**src/rtl/core/rbsc_pkg.sv**
```systemverilog
// Shared constants, types and helpers for the ray/box slab clipper.
`timescale 1ns / 1ps
package rbsc_pkg;

  localparam int FRAC_BITS = 16;
  localparam int DATA_W    = 32;
  localparam int DIFF_W    = DATA_W + 1;
  localparam int PROD_W    = DIFF_W + DATA_W;
  localparam int CFG_IDX_W = 3;

  localparam logic signed [DATA_W-1:0] Q_INF = {1'b0, {(DATA_W-1){1'b1}}};
  localparam logic signed [DATA_W-1:0] Q_NEG = {1'b1, {(DATA_W-1){1'b0}}};

  // configuration register indexes
  localparam logic [CFG_IDX_W-1:0] REG_BOX_X_LOW  = 3'd0;
  localparam logic [CFG_IDX_W-1:0] REG_BOX_X_HIGH = 3'd1;
  localparam logic [CFG_IDX_W-1:0] REG_BOX_Y_LOW  = 3'd2;
  localparam logic [CFG_IDX_W-1:0] REG_BOX_Y_HIGH = 3'd3;
  localparam logic [CFG_IDX_W-1:0] REG_BOX_Z_LOW  = 3'd4;
  localparam logic [CFG_IDX_W-1:0] REG_BOX_Z_HIGH = 3'd5;

  typedef struct packed {
    logic s1;
    logic s2;
    logic s3;
  } slab_en_t;

  typedef struct packed {
    logic s4;
    logic s5;
    logic s6;
  } merge_en_t;

  // scale a raw product back to Q format and clamp to the data width
  function automatic logic signed [DATA_W-1:0] scale_sat(input logic signed [PROD_W-1:0] p);
    logic signed [PROD_W-1:0] s;
    logic                     in_range;
    s        = p >>> FRAC_BITS;
    in_range = (&s[PROD_W-1:DATA_W-1]) || !(|s[PROD_W-1:DATA_W-1]);
    if (in_range) begin
      scale_sat = s[DATA_W-1:0];
    end else if (s[PROD_W-1]) begin
      scale_sat = Q_NEG;
    end else begin
      scale_sat = Q_INF;
    end
  endfunction

endpackage

```
**src/rtl/core/rbsc_merge.sv**
```systemverilog
// Interval merge across the three axes, rejection tests and final clip.
`timescale 1ns / 1ps
module rbsc_merge import rbsc_pkg::*; (
  input  logic                     clk_i,
  input  merge_en_t                en_i,
  input  logic signed [DATA_W-1:0] x_near_i,
  input  logic signed [DATA_W-1:0] x_far_i,
  input  logic signed [DATA_W-1:0] y_near_i,
  input  logic signed [DATA_W-1:0] y_far_i,
  input  logic signed [DATA_W-1:0] z_near_i,
  input  logic signed [DATA_W-1:0] z_far_i,
  input  logic signed [DATA_W-1:0] ray_near_i,
  input  logic signed [DATA_W-1:0] ray_far_i,
  output logic                     hit_o,
  output logic signed [DATA_W-1:0] clipped_near_o,
  output logic signed [DATA_W-1:0] clipped_far_o
);

  // stage 4: x/y merge
  logic                     miss4_d, miss4_q;
  logic signed [DATA_W-1:0] tmin4_d, tmax4_d, tmin4_q, tmax4_q;
  logic signed [DATA_W-1:0] zn4_q, zf4_q, rn4_q, rf4_q;
  // stage 5: z merge
  logic                     miss5_d, miss5_q;
  logic signed [DATA_W-1:0] tmin5_d, tmax5_d, tmin5_q, tmax5_q;
  logic signed [DATA_W-1:0] rn5_q, rf5_q;
  // stage 6: final test and clip
  logic                     hit6_d, hit6_q;
  logic signed [DATA_W-1:0] cn6_d, cf6_d, cn6_q, cf6_q;

  always_comb begin
    miss4_d = (x_near_i > y_far_i) || (y_near_i > x_far_i);
    tmin4_d = (y_near_i > x_near_i) ? y_near_i : x_near_i;
    tmax4_d = (y_far_i < x_far_i) ? y_far_i : x_far_i;
  end

  always_comb begin
    miss5_d = miss4_q || (tmin4_q > zf4_q) || (zn4_q > tmax4_q);
    tmin5_d = (zn4_q > tmin4_q) ? zn4_q : tmin4_q;
    tmax5_d = (zf4_q < tmax4_q) ? zf4_q : tmax4_q;
  end

  // entry at infinity or exit at or behind the origin rejects the ray
  always_comb begin
    hit6_d = !miss5_q && (tmin5_q != Q_INF) && !tmax5_q[DATA_W-1] && (|tmax5_q);
    cn6_d  = (hit6_d && (tmin5_q > rn5_q)) ? tmin5_q : rn5_q;
    cf6_d  = (hit6_d && (tmax5_q < rf5_q)) ? tmax5_q : rf5_q;
  end

  always_ff @(posedge clk_i) begin
    if (en_i.s4) begin
      miss4_q <= miss4_d;
      tmin4_q <= tmin4_d;
      tmax4_q <= tmax4_d;
      zn4_q   <= z_near_i;
      zf4_q   <= z_far_i;
      rn4_q   <= ray_near_i;
      rf4_q   <= ray_far_i;
    end
    if (en_i.s5) begin
      miss5_q <= miss5_d;
      tmin5_q <= tmin5_d;
      tmax5_q <= tmax5_d;
      rn5_q   <= rn4_q;
      rf5_q   <= rf4_q;
    end
    if (en_i.s6) begin
      hit6_q <= hit6_d;
      cn6_q  <= cn6_d;
      cf6_q  <= cf6_d;
    end
  end

  assign hit_o          = hit6_q;
  assign clipped_near_o = cn6_q;
  assign clipped_far_o  = cf6_q;

endmodule

```
**config.mk**
```make
export PLATFORM = sky130hd
export DESIGN_NAME = rbsc_merge
export DESIGN_NICKNAME = d
export VERILOG_FILES = /design/src/rtl/core/rbsc_pkg.sv /design/src/rtl/core/rbsc_merge.sv
export SDC_FILE = /design/constraint.sdc
export NUM_CORES = 1
export LEC_CHECK = 0
export BUFFER_PORTS_ARGS = -buffer_cell sky130_fd_sc_hd__buf_2
export CORE_MARGIN = 8
export CORE_UTILIZATION = 35
export CTS_BUF_LIST = sky130_fd_sc_hd__clkbuf_16
export DETAILED_ROUTE_END_ITERATION = 7
export SYNTH_ARGS = -nofsm -noshare
export SYNTH_HDL_FRONTEND = slang
export SYNTH_SLANG_ARGS = --single-unit
```
**constraint.sdc**
```tcl
create_clock -name clk_i -period 3.62 [get_ports clk_i]
set_clock_uncertainty 0.05 [all_clocks]
set_input_delay 0.724 -clock clk_i [delete_from_list [all_inputs] [get_ports clk_i]]
set_output_delay 0.724 -clock clk_i [all_outputs]
set_load 0.01 [all_outputs]
```
Word level (Yosys, flattened, before mapping) --
Index checks and enable logic that the tools add are counted.
Word-level totals: bits in latches 0, register bits after elaboration 387, memories 0, ROM bits 0, memory bits (writable) 0, logic and storage cells 43, bits of input ports 260, output and inout bits 65
Cells by class: reduce and logical (&&, ||, !) cells 11, $add $sub $neg 0, muxes and demuxes 6, divide/modulo/power cells 0, shifts and indexed selects 0, bitwise logic cells 0, equality and inequality tests 1, order comparisons 10, multiply operators 0
Operators with widths (number):
- $gt 32x32->1 | 7
- $mux 32 | 6
- $lt 32x32->1 | 3
- $ne 32x32->1 const B | 1
- $reduce_or 32->1 | 1
- $logic_and 1x1->1 | 5
- $logic_or 1x1->1 | 3
- $logic_not 1->1 | 2

Longest topological paths before layout --
depth after elaboration 6, mapped depth 13, mapped depth without buffers 9

Worst setup path before layout --
Ideal clock, no wire load.
path kind input port to flip-flop, start input port x_near_i[31], end register tmin4_q[0], data pin, setup time 0.269 ns, slack 0.606 ns, stages on the path 13, arrival 2.695 ns, data required time 3.301 ns, cell sequence inv_1 ha_1 buf_2 nand4_1 nor3_1 a22oi_1 o211ai_1 buf_2 buf_2 clkbuf_1 nor3_1 a41oi_1 o211ai_1
On the way: longest elaborated chain between the ends 2
RTL lines:
- from (decl) | RTL line rbsc_merge.sv:6 | input logic signed [DATA_W-1:0] x_near_i,
- $gt 32x32->1 | RTL line rbsc_merge.sv:33 | tmin4_d = (y_near_i > x_near_i) ? y_near_i : x_near_i;
- $mux 32 | RTL line rbsc_merge.sv:33
- named net tmin4_d[0] | RTL line rbsc_merge.sv:21 | logic signed [DATA_W-1:0] tmin4_d, tmax4_d, tmin4_q, tmax4_q;
- to (signal assigned) | RTL line rbsc_merge.sv:53 | tmin4_q <= tmin4_d;
- to (decl) | RTL line rbsc_merge.sv:21
The timed path passes the listed nets, and every way through them passes these cells. A chain may end at the register's enable or synchronous reset.

Worst setup path after layout --
start register zn4_q[31], end register tmin5_q[10], data pin
On the way: longest elaborated chain between the ends 2
RTL lines:
- from (decl) | RTL line rbsc_merge.sv:22 | logic signed [DATA_W-1:0] zn4_q, zf4_q, rn4_q, rf4_q;
- from (signal assigned) | RTL line rbsc_merge.sv:55 | zn4_q <= z_near_i;
- $gt 32x32->1 | RTL line rbsc_merge.sv:39 | tmin5_d = (zn4_q > tmin4_q) ? zn4_q : tmin4_q;
- $mux 32 | RTL line rbsc_merge.sv:39
- named net tmin5_d[10] | RTL line rbsc_merge.sv:25 | logic signed [DATA_W-1:0] tmin5_d, tmax5_d, tmin5_q, tmax5_q;
- to (signal assigned) | RTL line rbsc_merge.sv:62 | tmin5_q <= tmin5_d;
- to (decl) | RTL line rbsc_merge.sv:25
The timed path passes the listed nets, and every way through them passes these cells.

==> impl_metrics.tcl <==
set metrics [dict create \
    tns_ns 0 \
    outcome "complete, but fails checks" \
    drc 1 \
    worstPathCellList "ha_4 > buf_4 > buf_4 > nand2_1 > or4_1 > o311a_1 > o2111ai_1 > buf_4" \
    yosysMostFrequentCell "edfxtp_1" \
    grt_max_degree 162 \
    place.gp.congestion 0.930 \
    dp_hpwl_um 66900 \
    drive_above_1_share 0.198 \
    slew_viol_final 0 \
    die_w_um 289 \
    viasPerCell 5.71 \
    htreeDepth 2 \
    yosys_warnings 0 \
    tightestPinTransition_ns 1.03 \
    ant_nets 0 \
    critical_path.startpoint_type "flip-flop" \
    synth_compound_area_frac 0.136 \
    fin_crit_sh 0.947 \
    vias 21300 \
    setup_violations 0 \
    relSlewSlack 0.312 \
    power_mw 15.2 \
    cts.sinks 387 \
    synth-seq-cells 387 \
    path_max_fanout 100 \
    clk_latency_ns 0.58 \
    antenna_found_initial 6 \
    place_ws_ns 0.00815 \
    cts-root-buf "clkbuf_16" \
    synth_adder_area_share 0.152 \
    fin_nets 3299 \
    pwr_density_cell_nw_per_um2 490 \
    grt_first_pass_wirelength_um 130000 \
    synth_cell_type_count 60 \
    synthMuxAreaShare 0.0434 \
    path_common_cell "buf_4" \
    cts_hold_buf 0 \
    fmax_mhz 292 \
    synth_top_family_by_area "simple AND/OR/NAND/NOR gates" \
    synth_area_leaders "edfxtp_1 45%, ha_1 15%, nand4_1 4.6%" \
    critPathCaptureType "flip-flop" \
    cts_tree "built" \
    synth_nets 2986 \
    final_core_util 0.419 \
    place.port_buffers 324 \
    clock_path_buffers 3 \
    synth_commonest_cells "387 x edfxtp_1, 317 x ha_1, 276 x inv_1, 191 x nand4_1, 146 x nand2_1" \
    row_count 100 \
    fin_ws_ns 0.192 \
    max_cap_viol_count 0 \
    min_period_ns 3.43 \
    avgSynthCellArea_um2 10.8 \
    overflow 0 \
    synth_ff_type "edfxtp_1" \
    clkSlewWorstSetupHoldPaths_ns 0.06 \
    synth_enable_flop_cells 387 \
    io-pin-count 325 \
    crit_path_max_incr_delay_ns 0.69 \
    cts-resized-gates 0 \
    crit_slowest_cell "buf_4" \
    hp-class "primary input to flip-flop" \
    yosys.area_share.simple 0.158 \
    die_y_um 289 \
    syn_inst 2409 \
    grt_pass1_vias 21400 \
    cp.arrival_ns 3.83 \
    first_pass_iters 8 \
    synthXorXnorAreaFrac 0 \
    syn_area_um2 26100 \
    start_util 0.352 \
    rsz0062_at_grt "no" \
    drt_iter0_markers 1492 \
    hold_violations 0 \
    crit_type "flip-flop to flip-flop" \
    coreArea_um2 74100 \
    synth_top_area_frac 0.445 \
    cts_inserted_buffers 45 \
    synth-async-reset-ratio 0 \
    synthToLayoutAreaGrowth_pct 18.9 \
    yosysTopAreaCell "edfxtp_1" \
    cts_setup_buffers 0 \
    critPathRequiredTime_ns 4.02 \
    worst_hold_slack_ns 0.267 \
    ys_seq_area_frac 0.445 \
    die_area_um2 83500 \
    power.leakage_nw 13.4 \
    wl_per_cell_um 23.1 \
    violations "DRC" \
    peakVddDrop_mv 0.285 \
    grt_use_total 0.201 \
    wl_um 86100 \
]
cell type report:
cell class / count / area (um^2)
inverter: 276 / 1040
timing repair buffer: 421 / 2670
clock inverter: 33 / 442
sequential: 387 / 11600
clock buffer: 46 / 1150
multi-input combinational: 1591 / 12900
fill: 7084 / 43100
antenna: 2 / 5.00
tap: 969 / 1210
critical path, delay by kind of cell (launching register included):
| family | cells | cell delay (ns) |
|---|---|---|
| AND/OR/NAND/NOR | 2 | 0.55 |
| AO/OA/AOI/OAI | 2 | 0.25 |
| flip-flops | 1 | 0.58 |
| adder cells (fa/ha/maj) | 1 | 0.36 |
| buffers and inverters | 3 | 1.47 |
cell families after synthesis:
logic type	count (synthesis)
adders and majority gates	317
DFF	387
buffers and inverters	431
muxes	97
AOI/OAI and AO/OA	467
and+or+nand+nor	710
cell usage in the layout (no fill, tap or decap), drive strengths merged, types with 10 or more instances in the layout:
cell	n
inv	283
a21oi	96
a221oi	37
clkbuf	47
o311a	65
bufinv	10
nor2	30
o211ai	14
nor2b	16
a21o	58
o21a	10
nand4	191
or4	65
nand3b	95
nand2	146
nor3	48
mux2i	65
o21ai	37
edfxtp	387
nand3	47
buf	420
and3	34
o2111ai	64
a211oi	11
nor4	13
ha	317
a211o	34
clkinv	12
mux2	32
per-stage QoR:
step | cell area (um^2) | cells
after detailed placement | 29400 | 3644
after floorplan | 26100 | 2409
after CTS | 31000 | 3723
after global placement | 29400 | 3644
after global routing | 31000 | 3723
final | 31000 | 3725
routing by layer:
metal | track usage | up-vias | wire, um
met1 | 0.266 | 10400 | 38200
li1 | - | 10000 | -
met4 | 0.0487 | 6 | 2060
met5 | 0 | - | 40
met2 | 0.340 | 703 | 40600
met3 | 0.0341 | 128 | 5230
final timing paths:
kind | start | slack (ns) | depth (start not counted) | endpoint
worst min-delay path | ray_near_i[14] | 0.27 | 1 | rn4_q[14]
worst min register to register | rf4_q[30] | 0.37 | 0 | rf5_q[30]
worst max-delay path | zn4_q[31] | 0.19 | 8 | tmin5_q[10]
worst max register to register | zn4_q[31] | 0.19 | 8 | tmin5_q[10]
power breakdown:
group / internal (mW) / switching [mW] / total [mW] / leakage (nW)
Sequential: 5.63 / 0.498 / 6.13 / 3.79
Combinational: 1.75 / 2.40 / 4.14 / 8.85
Clock: 3.02 / 1.88 / 4.91 / 0.789
Total: 10.4 / 4.78 / 15.2 / 13.4
(Power assumes the default switching activity.)
